File: src/rtl/vgmcsp_pkg.sv
`default_nettype none
// ----------------------------------------------------------------------------
// vgmcsp_pkg
// Types and constants shared by the command stream player modules.
// ----------------------------------------------------------------------------
package vgmcsp_pkg;

   typedef enum logic [4:0] {
      PH_IDLE     = 5'b00001,
      PH_WR_REG   = 5'b00010,
      PH_WR_DATA  = 5'b00100,
      PH_CNT_LOW  = 5'b01000,
      PH_CNT_HIGH = 5'b10000
   } phase_type;

   typedef enum logic [1:0] {
      ST_OK      = 2'd0,
      ST_WRITE   = 2'd1,
      ST_END     = 2'd2,
      ST_REFUSED = 2'd3
   } status_type;

   localparam logic [7:0]  CMD_WRITE      = 8'h54;
   localparam logic [7:0]  CMD_WAIT       = 8'h61;
   localparam logic [7:0]  CMD_WAIT_NTSC  = 8'h62;
   localparam logic [7:0]  CMD_WAIT_PAL   = 8'h63;
   localparam logic [7:0]  CMD_END        = 8'h66;
   localparam logic [3:0]  CMD_SHORT_HI   = 4'h7;
   localparam logic [7:0]  SHORT_MASK     = 8'h0f;
   localparam logic [15:0] WAIT_NTSC_TICKS = 16'd735;
   localparam logic [15:0] WAIT_PAL_TICKS  = 16'd882;

   localparam int REQ_DATA_W = 8;
   localparam int RSP_DATA_W = 40;

   typedef struct packed {
      logic       mode;
      logic [7:0] stream_byte;
   } item_type;

   typedef struct packed {
      status_type  status;
      logic [7:0]  chip_reg;
      logic [7:0]  chip_data;
      logic [15:0] wait_left;
      logic        stream_done;
   } result_type;

endpackage : vgmcsp_pkg
`default_nettype wire

File: src/rtl/vgmcsp_in_stage.sv
`default_nettype none
// ----------------------------------------------------------------------------
// vgmcsp_in_stage
// Input register: captures one request beat and holds it until it is used.
// ----------------------------------------------------------------------------
module vgmcsp_in_stage (
   input  wire                   clock,
   input  wire                   reset,
   input  wire                   req_tvalid,
   output logic                  req_tready,
   input  vgmcsp_pkg::item_type  req_item,
   input  wire                   take,
   output logic                  item_valid,
   output vgmcsp_pkg::item_type  item
);
   import vgmcsp_pkg::*;

   logic     valid_ff, valid_in;
   item_type item_ff, item_in;

   assign req_tready = !valid_ff || take;

   always_comb begin
      valid_in = valid_ff;
      item_in  = item_ff;
      if (take) begin
         valid_in = 1'b0;
      end
      if (req_tvalid && req_tready) begin
         valid_in = 1'b1;
         item_in  = req_item;
      end
   end

   always_ff @(posedge clock) begin
      if (reset) begin
         valid_ff <= 1'b0;
      end else begin
         valid_ff <= valid_in;
      end
      item_ff <= item_in;
   end

   assign item_valid = valid_ff;
   assign item       = item_ff;

endmodule : vgmcsp_in_stage
`default_nettype wire

File: src/rtl/vgmcsp_parser.sv
`default_nettype none
// ----------------------------------------------------------------------------
// vgmcsp_parser
// Command parse state, wait counter and the per-beat result logic.
// ----------------------------------------------------------------------------
module vgmcsp_parser (
   input  wire                    clock,
   input  wire                    reset,
   input  wire                    fire,
   input  vgmcsp_pkg::item_type   item,
   output vgmcsp_pkg::result_type result
);
   import vgmcsp_pkg::*;

   phase_type   phase_ff, phase_in;
   logic [7:0]  held_reg_ff, held_reg_in;
   logic [7:0]  held_low_ff, held_low_in;
   logic [15:0] wait_cnt_ff, wait_cnt_in;
   logic        end_seen_ff, end_seen_in;

   always_comb begin
      phase_in    = phase_ff;
      held_reg_in = held_reg_ff;
      held_low_in = held_low_ff;
      wait_cnt_in = wait_cnt_ff;
      end_seen_in = end_seen_ff;
      result.status    = ST_OK;
      result.chip_reg  = 8'd0;
      result.chip_data = 8'd0;

      if (item.mode) begin
         if (wait_cnt_ff != 16'd0) begin
            wait_cnt_in = wait_cnt_ff - 16'd1;
         end
      end else if (end_seen_ff || wait_cnt_ff != 16'd0) begin
         result.status = ST_REFUSED;
      end else begin
         case (phase_ff)
            PH_WR_REG: begin
               held_reg_in = item.stream_byte;
               phase_in    = PH_WR_DATA;
            end
            PH_WR_DATA: begin
               result.chip_reg  = held_reg_ff;
               result.chip_data = item.stream_byte;
               result.status    = ST_WRITE;
               phase_in         = PH_IDLE;
            end
            PH_CNT_LOW: begin
               held_low_in = item.stream_byte;
               phase_in    = PH_CNT_HIGH;
            end
            PH_CNT_HIGH: begin
               wait_cnt_in = {item.stream_byte, held_low_ff};
               phase_in    = PH_IDLE;
            end
            default: begin
               // command byte
               phase_in = PH_IDLE;
               if (item.stream_byte == CMD_WRITE) begin
                  phase_in = PH_WR_REG;
               end else if (item.stream_byte == CMD_WAIT) begin
                  phase_in = PH_CNT_LOW;
               end else if (item.stream_byte == CMD_WAIT_NTSC) begin
                  wait_cnt_in = WAIT_NTSC_TICKS;
               end else if (item.stream_byte == CMD_WAIT_PAL) begin
                  wait_cnt_in = WAIT_PAL_TICKS;
               end else if (item.stream_byte == CMD_END) begin
                  end_seen_in   = 1'b1;
                  result.status = ST_END;
               end else if (item.stream_byte[7:4] == CMD_SHORT_HI) begin
                  wait_cnt_in = {8'd0, item.stream_byte & SHORT_MASK} + 16'd1;
               end
            end
         endcase
      end

      result.wait_left   = wait_cnt_in;
      result.stream_done = end_seen_in;
   end

   always_ff @(posedge clock) begin
      if (reset) begin
         phase_ff    <= PH_IDLE;
         held_reg_ff <= 8'd0;
         held_low_ff <= 8'd0;
         wait_cnt_ff <= 16'd0;
         end_seen_ff <= 1'b0;
      end else if (fire) begin
         phase_ff    <= phase_in;
         held_reg_ff <= held_reg_in;
         held_low_ff <= held_low_in;
         wait_cnt_ff <= wait_cnt_in;
         end_seen_ff <= end_seen_in;
      end
   end

   // end of stream is sticky
   a_end_sticky: assert property (@(posedge clock) disable iff (reset)
      end_seen_ff |=> end_seen_ff)
      else $error("end flag cleared");

   // a tick only ever counts the wait down by one
   a_tick_count: assert property (@(posedge clock) disable iff (reset)
      fire && item.mode && wait_cnt_ff != 16'd0 |=> wait_cnt_ff == $past(wait_cnt_ff) - 16'd1)
      else $error("tick did not decrement wait");

   // a chip write only follows the data phase
   a_write_phase: assert property (@(posedge clock) disable iff (reset)
      result.status == ST_WRITE |-> phase_ff == PH_WR_DATA && !item.mode)
      else $error("chip write outside data phase");

   // parse state frozen while the stream is blocked
   a_refuse_hold: assert property (@(posedge clock) disable iff (reset)
      fire && result.status == ST_REFUSED |=> $stable(phase_ff) && $stable(held_reg_ff))
      else $error("refused beat changed parse state");

endmodule : vgmcsp_parser
`default_nettype wire

File: src/rtl/vgmcsp_out_stage.sv
`default_nettype none
// ----------------------------------------------------------------------------
// vgmcsp_out_stage
// Result register driving the response channel.
// ----------------------------------------------------------------------------
module vgmcsp_out_stage (
   input  wire                    clock,
   input  wire                    reset,
   input  wire                    load,
   input  vgmcsp_pkg::result_type result,
   output logic                   room,
   output logic                   rsp_tvalid,
   input  wire                    rsp_tready,
   output vgmcsp_pkg::result_type rsp_result
);
   import vgmcsp_pkg::*;

   logic       valid_ff, valid_in;
   result_type result_ff, result_in;

   assign room = !valid_ff || rsp_tready;

   always_comb begin
      valid_in  = valid_ff;
      result_in = result_ff;
      if (rsp_tready) begin
         valid_in = 1'b0;
      end
      if (load) begin
         valid_in  = 1'b1;
         result_in = result;
      end
   end

   always_ff @(posedge clock) begin
      if (reset) begin
         valid_ff <= 1'b0;
      end else begin
         valid_ff <= valid_in;
      end
      result_ff <= result_in;
   end

   assign rsp_tvalid = valid_ff;
   assign rsp_result = result_ff;

endmodule : vgmcsp_out_stage
`default_nettype wire

File: src/rtl/vgm_command_stream_player_top.sv
`default_nettype none
// ----------------------------------------------------------------------------
// vgm_command_stream_player_top
// VGM command stream parser timed in sample ticks.
// ----------------------------------------------------------------------------
// Each request beat is either a stream byte (tuser 0) or one sample tick
// (tuser 1) and yields exactly one response beat. The block takes one beat
// per clock while the response channel is not stalled. The input register
// captures an accepted beat, and the parse result is then loaded into the
// result register when it has room. A stalled response holds both
// registers. Bytes offered during a wait or after the end command are
// answered with the refused status and are not parsed, so a byte refused
// during a wait must be offered again after enough ticks.
// ----------------------------------------------------------------------------
module vgm_command_stream_player_top (
   input  wire         clock,
   input  wire         reset,
   input  wire         req_tvalid,
   output logic        req_tready,
   input  wire  [7:0]  req_tdata,   // [7:0] stream_byte
   input  wire         req_tuser,   // [0] mode
   output logic        rsp_tvalid,
   input  wire         rsp_tready,
   output logic [39:0] rsp_tdata,   // [7:0] chip_reg, [15:8] chip_data,
                                    // [31:16] wait_left, [32] stream_done
   output logic [1:0]  rsp_tuser    // [1:0] status
);
   import vgmcsp_pkg::*;

   item_type   req_item;
   item_type   item;
   logic       item_valid;
   logic       room;
   logic       advance;
   result_type result;
   result_type rsp_result;

   assign req_item.mode        = req_tuser;
   assign req_item.stream_byte = req_tdata;

   assign advance = item_valid && room;

   vgmcsp_in_stage u_in (
      .clock      (clock),
      .reset      (reset),
      .req_tvalid (req_tvalid),
      .req_tready (req_tready),
      .req_item   (req_item),
      .take       (advance),
      .item_valid (item_valid),
      .item       (item)
   );

   vgmcsp_parser u_parser (
      .clock  (clock),
      .reset  (reset),
      .fire   (advance),
      .item   (item),
      .result (result)
   );

   vgmcsp_out_stage u_out (
      .clock      (clock),
      .reset      (reset),
      .load       (advance),
      .result     (result),
      .room       (room),
      .rsp_tvalid (rsp_tvalid),
      .rsp_tready (rsp_tready),
      .rsp_result (rsp_result)
   );

   assign rsp_tuser = rsp_result.status;
   assign rsp_tdata = {7'd0, rsp_result.stream_done, rsp_result.wait_left,
                       rsp_result.chip_data, rsp_result.chip_reg};

endmodule : vgm_command_stream_player_top
`default_nettype wire
File: config.mk
export PLATFORM = sky130hd
export DESIGN_NAME = vgm_command_stream_player_top
export DESIGN_NICKNAME = d
export VERILOG_FILES = /design/src/rtl/vgmcsp_pkg.sv /design/src/rtl/vgmcsp_in_stage.sv /design/src/rtl/vgmcsp_parser.sv /design/src/rtl/vgmcsp_out_stage.sv /design/src/rtl/vgm_command_stream_player_top.sv
export SDC_FILE = /design/constraint.sdc
export NUM_CORES = 1
export LEC_CHECK = 0
export BUFFER_PORTS_ARGS = -buffer_cell sky130_fd_sc_hd__buf_2
export CORE_MARGIN = 5
export CORE_UTILIZATION = 62
export DETAILED_ROUTE_END_ITERATION = 8
export PLACE_DENSITY = 0.92
export SLEW_MARGIN = 20
export SYNTH_ARGS = -nofsm -noshare
export SYNTH_HDL_FRONTEND = slang
export SYNTH_SLANG_ARGS = --single-unit
File: constraint.sdc
create_clock -name clock -period 4.1 [get_ports clock]
set_input_delay 0.82 -clock clock [delete_from_list [all_inputs] [get_ports clock]]
set_output_delay 0.82 -clock clock [all_outputs]
set_load 0.02 [all_outputs]
; Word level (Yosys, flattened, before mapping)
; Index checks and enable logic that the tools add are counted.
[totals]
ff_bits = 84
input_bits = 13
out_inout_bits = 44
elab_cells = 79
[classes]
n_addsub = 2
n_eq_ne = 10
muxes = 32
bitwise_logic = 3
reduce_logical = 18
[op_table]
columns = operator, n
row1 = 16-bit 2-to-1 mux, 9
row2 = "8-bit by 7-bit equality test with 1-bit output, second input constant", 5
row3 = 16-bit case mux with 2 select lines, 1
row4 = 16-bit nonzero test, 1
row5 = "16-bit by 1-bit subtractor with 16-bit output, second input constant", 1
row6 = 5-bit case mux with 3 select lines, 1
row7 = 1-bit 2-to-1 mux, 12
row8 = 2-bit 2-to-1 mux, 6
row9 = 3-bit OR reduction, 3
row10 = 4-bit AND reduction, 2
row11 = "4-bit by 1-bit adder with 5-bit output, second input constant", 1
row12 = "5-bit by 2-bit equality test with 1-bit output, second input constant", 1
row13 = "5-bit by 3-bit equality test with 1-bit output, second input constant", 1
row14 = "5-bit by 4-bit equality test with 1-bit output, second input constant", 1
row15 = "5-bit equality test, second input constant", 1
row16 = 5-bit 2-to-1 mux, 1
row17 = "4-bit by 3-bit equality test with 1-bit output, second input constant", 1
row18 = 4-bit 2-to-1 mux, 1
row19 = 2-bit case mux with 2 select lines, 1
row20 = 2-bit nonzero test, 2
row21 = 4-bit OR reduction, 1
row22 = 1-bit logical OR, 3
row23 = 1-bit inverter, 3
row24 = 3-bit AND reduction, 1
row25 = other kinds (3), 5

; Longest topological paths before layout
[depth]
word_depth = 10
ltp_mapped = 10
mapped_depth_nobuf = 8

; Modules after synthesis
; A second synthesis with hierarchy kept.
[unflattened]
hier_cells = 436
hier_area_um2 = 4327.9
[by_module_without_submodules]
columns = mod, n_inst, cells_per_inst, area_each_um2, seq_area_each_um2
row1 = vgmcsp_parser, 1, 374, 2842.7, 760.7
row2 = vgmcsp_out_stage, 1, 39, 1097.3, 1071.0
row3 = vgmcsp_in_stage, 1, 14, 325.3, 290.3
row4 = vgm_command_stream_player_top, 1, 9, 62.6, 0.0

; Worst setup path before layout
; Ideal clock, no wire load.
[synth_timing]
path_kind = input to register
from = input port rsp_tready
to = register u_parser.wait_cnt_ff[1]
setup_ns = 0.073
arrival_time_ns = 2.721
required_time_ns = 4.027
setup_slack_ns = 1.306
path_stages = 6
path_buffers = 1
path_cell_list = nor2b_1 nand2b_1 inv_1 clkbuf_1 o211ai_1 a21oi_1
[synth_via]
elab_chain_len = 2
[synth_rtl]
columns = item, line
row1 = start: declaration, vgm_command_stream_player_top.sv:23  ; input wire rsp_tready,
row2 = 1-bit logical OR, vgmcsp_out_stage.sv:21  ; assign room = !valid_ff || rsp_tready;
row3 = 1-bit logical AND, vgm_command_stream_player_top.sv:41  ; assign advance = item_valid && room;
row4 = net advance, vgm_command_stream_player_top.sv:34  ; logic advance;
row5 = end signal: assignment, vgmcsp_parser.sv:93  ; wait_cnt_ff <= wait_cnt_in;
row6 = end: declaration, vgmcsp_parser.sv:18  ; logic [15:0] wait_cnt_ff, wait_cnt_in;
; The timed path passes the listed nets, and every way through them passes these cells.
; A chain may end at the register's enable or synchronous reset.

; Worst setup path after layout
[layout_timing]
from = register u_parser.wait_cnt_ff[1]
to = register u_parser.held_low_ff[3]
[layout_via]
elab_chain_len = 4
[layout_rtl]
columns = item, line
row1 = 16-bit nonzero test, vgmcsp_parser.sv:35  ; end else if (end_seen_ff || wait_cnt_ff != 16'd0) begin
row2 = 1-bit logical OR, vgmcsp_parser.sv:35
row3 = 1-bit inverter (no source line), -
row4 = 4-bit AND reduction (no source line), -
row5 = end signal: assignment, vgmcsp_parser.sv:92  ; held_low_ff <= held_low_in;
row6 = end: declaration, vgmcsp_parser.sv:17  ; logic [7:0] held_low_ff, held_low_in;
; No other way between the ends.

==> impl_results.md <==
- Status: complete, no violations
- Antenna Cells: 0
- CP Launch Point: u_parser.wait_cnt_ff[1]
- Worst skew pair latency: 0.35 ns
- CP endpoint: u_parser.held_low_ff[3]
- Post-synth EDFFs: 44
- ANT nets after route: 0
- Nets: 491
- Crit path max fanout: 12
- Post-synthesis cell type count: 69
- Die Y: 93.6 um
- Gpl congestion: 0.965
- Post-DP HPWL: 7.06 mm
- Share of cells above drive strength 1: 0.184
- DP Worst Slack: 1.12 ns
- Worst R2R Setup Slack: 1.22 ns
- Initial antenna violation count: 0
- Peak VDD IR: 0.265 mV
- Wire per inst: 17.7 um
- DR vias/cell: 6.21
- R2r endpoint: u_parser.held_low_ff[3]
- Clk sinks: 84
- R2R Path Start: u_parser.wait_cnt_ff[1]
- Clk buf depth: 2
- CP top delay family: simple AND/OR/NAND/NOR gates
- Hold slack: 0.498 ns
- Worst-path clk slew: 0.08 ns
- Synth top area share: 0.305
- Total gr overflow: 0
- CP Depth: 8
- Final clock skew: 0.00701 ns
- Tcrit/Tclk final: 0.702
- Yosys Warn Count: 0
- CTS root buffer: clkbuf_8
- Placed Cells: 558
- Most used DFF post-synth: edfxtp_1
- Critical Path End Type: flop
- Post-synthesis register bit count: 84
- Final hold vios: 0
- Core area: 6790 um^2
- RSZ-0062 raised after global routing: no
- Initial Utilization: 0.638
- Worst Hold Class: reg -> reg
- Port Buf Inserts: 49
- Largest net degree at the start of global routing: 58
- Asr flop ratio synth: 0
- Vias in the first global route: 3222
- Post-synth top area cell: edfxtp_1
- Multi-input gate area: 2000 um^2
- Slew HR: 0.450
- Syn Area/Cell: 9.85 um^2
- Cts repair resizes: 0
- CP startpoint kind: flop
- Final setup fails: 0
- I/O Pins: 57
- CP Class: reg -> reg
- Worst R2R Path Depth: 8
- Post-CTS Setup Inserts: 0
- Max cap viols: 0
- Flip-flop and latch area: 2120 um^2
- P_leak: 1.91 nW
- Die W: 93.6 um
- Post-synth top cells: nor2_1 (56), edfxtp_1 (44), dfxtp_1 (40), nand2_1 (37), a21oi_1 (25)
- Htree depth: 3
- Area growth, synth to finish: 8.87%
- WL final: 10.2 mm
- Cells after Synth: 440
- Pwr/cell area: 424 nW/um^2
- Global-route wire length before repair: 16.3 mm
- Residual DRC count: 0
- Setup TNS: 0 ns
- GRT Util Overall: 0.239
- Cell Area, Synth: 4330 um^2
- TritonCTS clock tree: done
- Area after DPL: 4540 um^2
- Power Total: 2.00 mW
- Inserted Clock Buffers: 9
- # fillers: 553
- Fin area: 4720 um^2
- Fin util: 0.694
- Drt initial violations: 434
- Post-route insts no fill: 574
- Crit path required time: 4.32 ns
- Final Slew Violations: 0
- First drt pass iteration count: 6
- Most numerous cell in the Yosys netlist: nor2_1
- WP data arrival: 3.10 ns
- Cts hold-fix bufs: 0
- Critical path, cell by cell: inv_1 -> ha_1 -> nor3b_2 -> and4_1 -> and3_1 -> nand4b_1 -> mux2i_1 -> nor2_1
- # rows: 30
- CP Buf/Inv Count: 1
- Max Clk Rate: 0.347 GHz
- DR vias: 3562
- Slowest cell delay on critical path: 0.57 ns
- Register area share after synthesis: 0.490
- Final setup margin: 1.22 ns
- CP max-delay cell: nand4b_1
- Fin crit period: 2.88 ns
- Slew @ Worst Pin: 0.824 ns
- Synth top area cells: edfxtp_1 (30%), dfxtp_1 (18%), nor2_1 (4.9%), mux2i_1 (4.4%), nand2_1 (3.2%)
- Die ar.: 8760 um^2
-- layout by cell type, fill, tap and decap left out, types with 5 or more instances in the layout --
master / n
nor2_1: 56
buf_2: 49
edfxtp_1: 44
dfxtp_1: 40
nand2_1: 37
a21oi_1: 25
and2_1: 20
mux2i_1: 19
nor3_1: 15
inv_1: 10
clkbuf_8: 10
nand4_1: 9
nand3_1: 9
a311oi_1: 9
o21ai_0: 7
conb_1: 7
nor4_1: 6
xnor2_1: 5
a31oi_1: 5
ha_1: 5
-- worst min-delay path, stage by stage, from the launching register on --
cell	delay [ns]
dfxtp_1	0.33
mux2i_1	0.06
nor2_1	0.08
-- report_power, final --
part | switching (mW) | internal, mW | leakage [nW]
logic | 0.312 | 0.163 | 1.07
registers | 0.0451 | 0.944 | 0.748
clock network | 0.299 | 0.235 | 0.0920
total | 0.656 | 1.34 | 1.91
-- layout make-up --
cell class | instances | area share
Clock buffer | 10 | 0.0292
Clock inverter | 6 | 0.00849
Inverter | 11 | 0.00875
Multi-Input combinational cell | 316 | 0.423
Sequential cell | 84 | 0.450
Tap cell | 96 | 0.0255
Timing Repair Buffer | 51 | 0.0552
-- flip-flops by register name, summed over array words and instances, names as in the netlist --
name	flops
u_in.item	9
u_in.item_valid	1
u_out.rsp_result	35
u_out.rsp_tvalid	1
u_parser.end_seen_ff	1
u_parser.held_low_ff	8
u_parser.held_reg_ff	8
u_parser.phase_ff	5
u_parser.wait_cnt_ff	16
-- worst min-delay path by stage --
stage / from / cells after the start / to
after CTS: u_parser.held_reg_ff[3] / 2 / u_parser.held_reg_ff[3]
after global routing: u_parser.phase_ff[4] / 2 / u_parser.phase_ff[4]
final: u_parser.held_reg_ff[3] / 2 / u_parser.held_reg_ff[3]
after global placement: u_parser.held_reg_ff[4] / 2 / u_parser.held_reg_ff[4]
after floorplan: u_parser.held_low_ff[3] / 2 / u_parser.held_low_ff[3]
after detailed placement: u_parser.held_reg_ff[3] / 2 / u_parser.held_reg_ff[3]
-- per-layer routing --
metal	GRT usage	share of wire	vias to the layer above
met5	0	0	-
met4	0.0686	0.017	0
met3	0.0515	0.084	19
met2	0.389	0.47	175
met1	0.323	0.43	1694
li1	-	-	1674
-- logic make-up (layout without fill, tap and decap cells) --
kind of cell | Yosys count | count (layout) | share of synthesized area
AND/OR/NAND/NOR | 191 | 191 | 0.235
AO/OA/AOI/OAI | 86 | 86 | 0.145
flip-flops | 84 | 84 | 0.490
buffers and inverters | 46 | 78 | 0.0549
multiplexers | 20 | 20 | 0.0465
XOR/XNOR | 7 | 7 | 0.0141
adder cells (fa/ha/maj) | 5 | 5 | 0.0144
other | 1 | 7 | 0.000865
(Power assumes the default switching activity.)
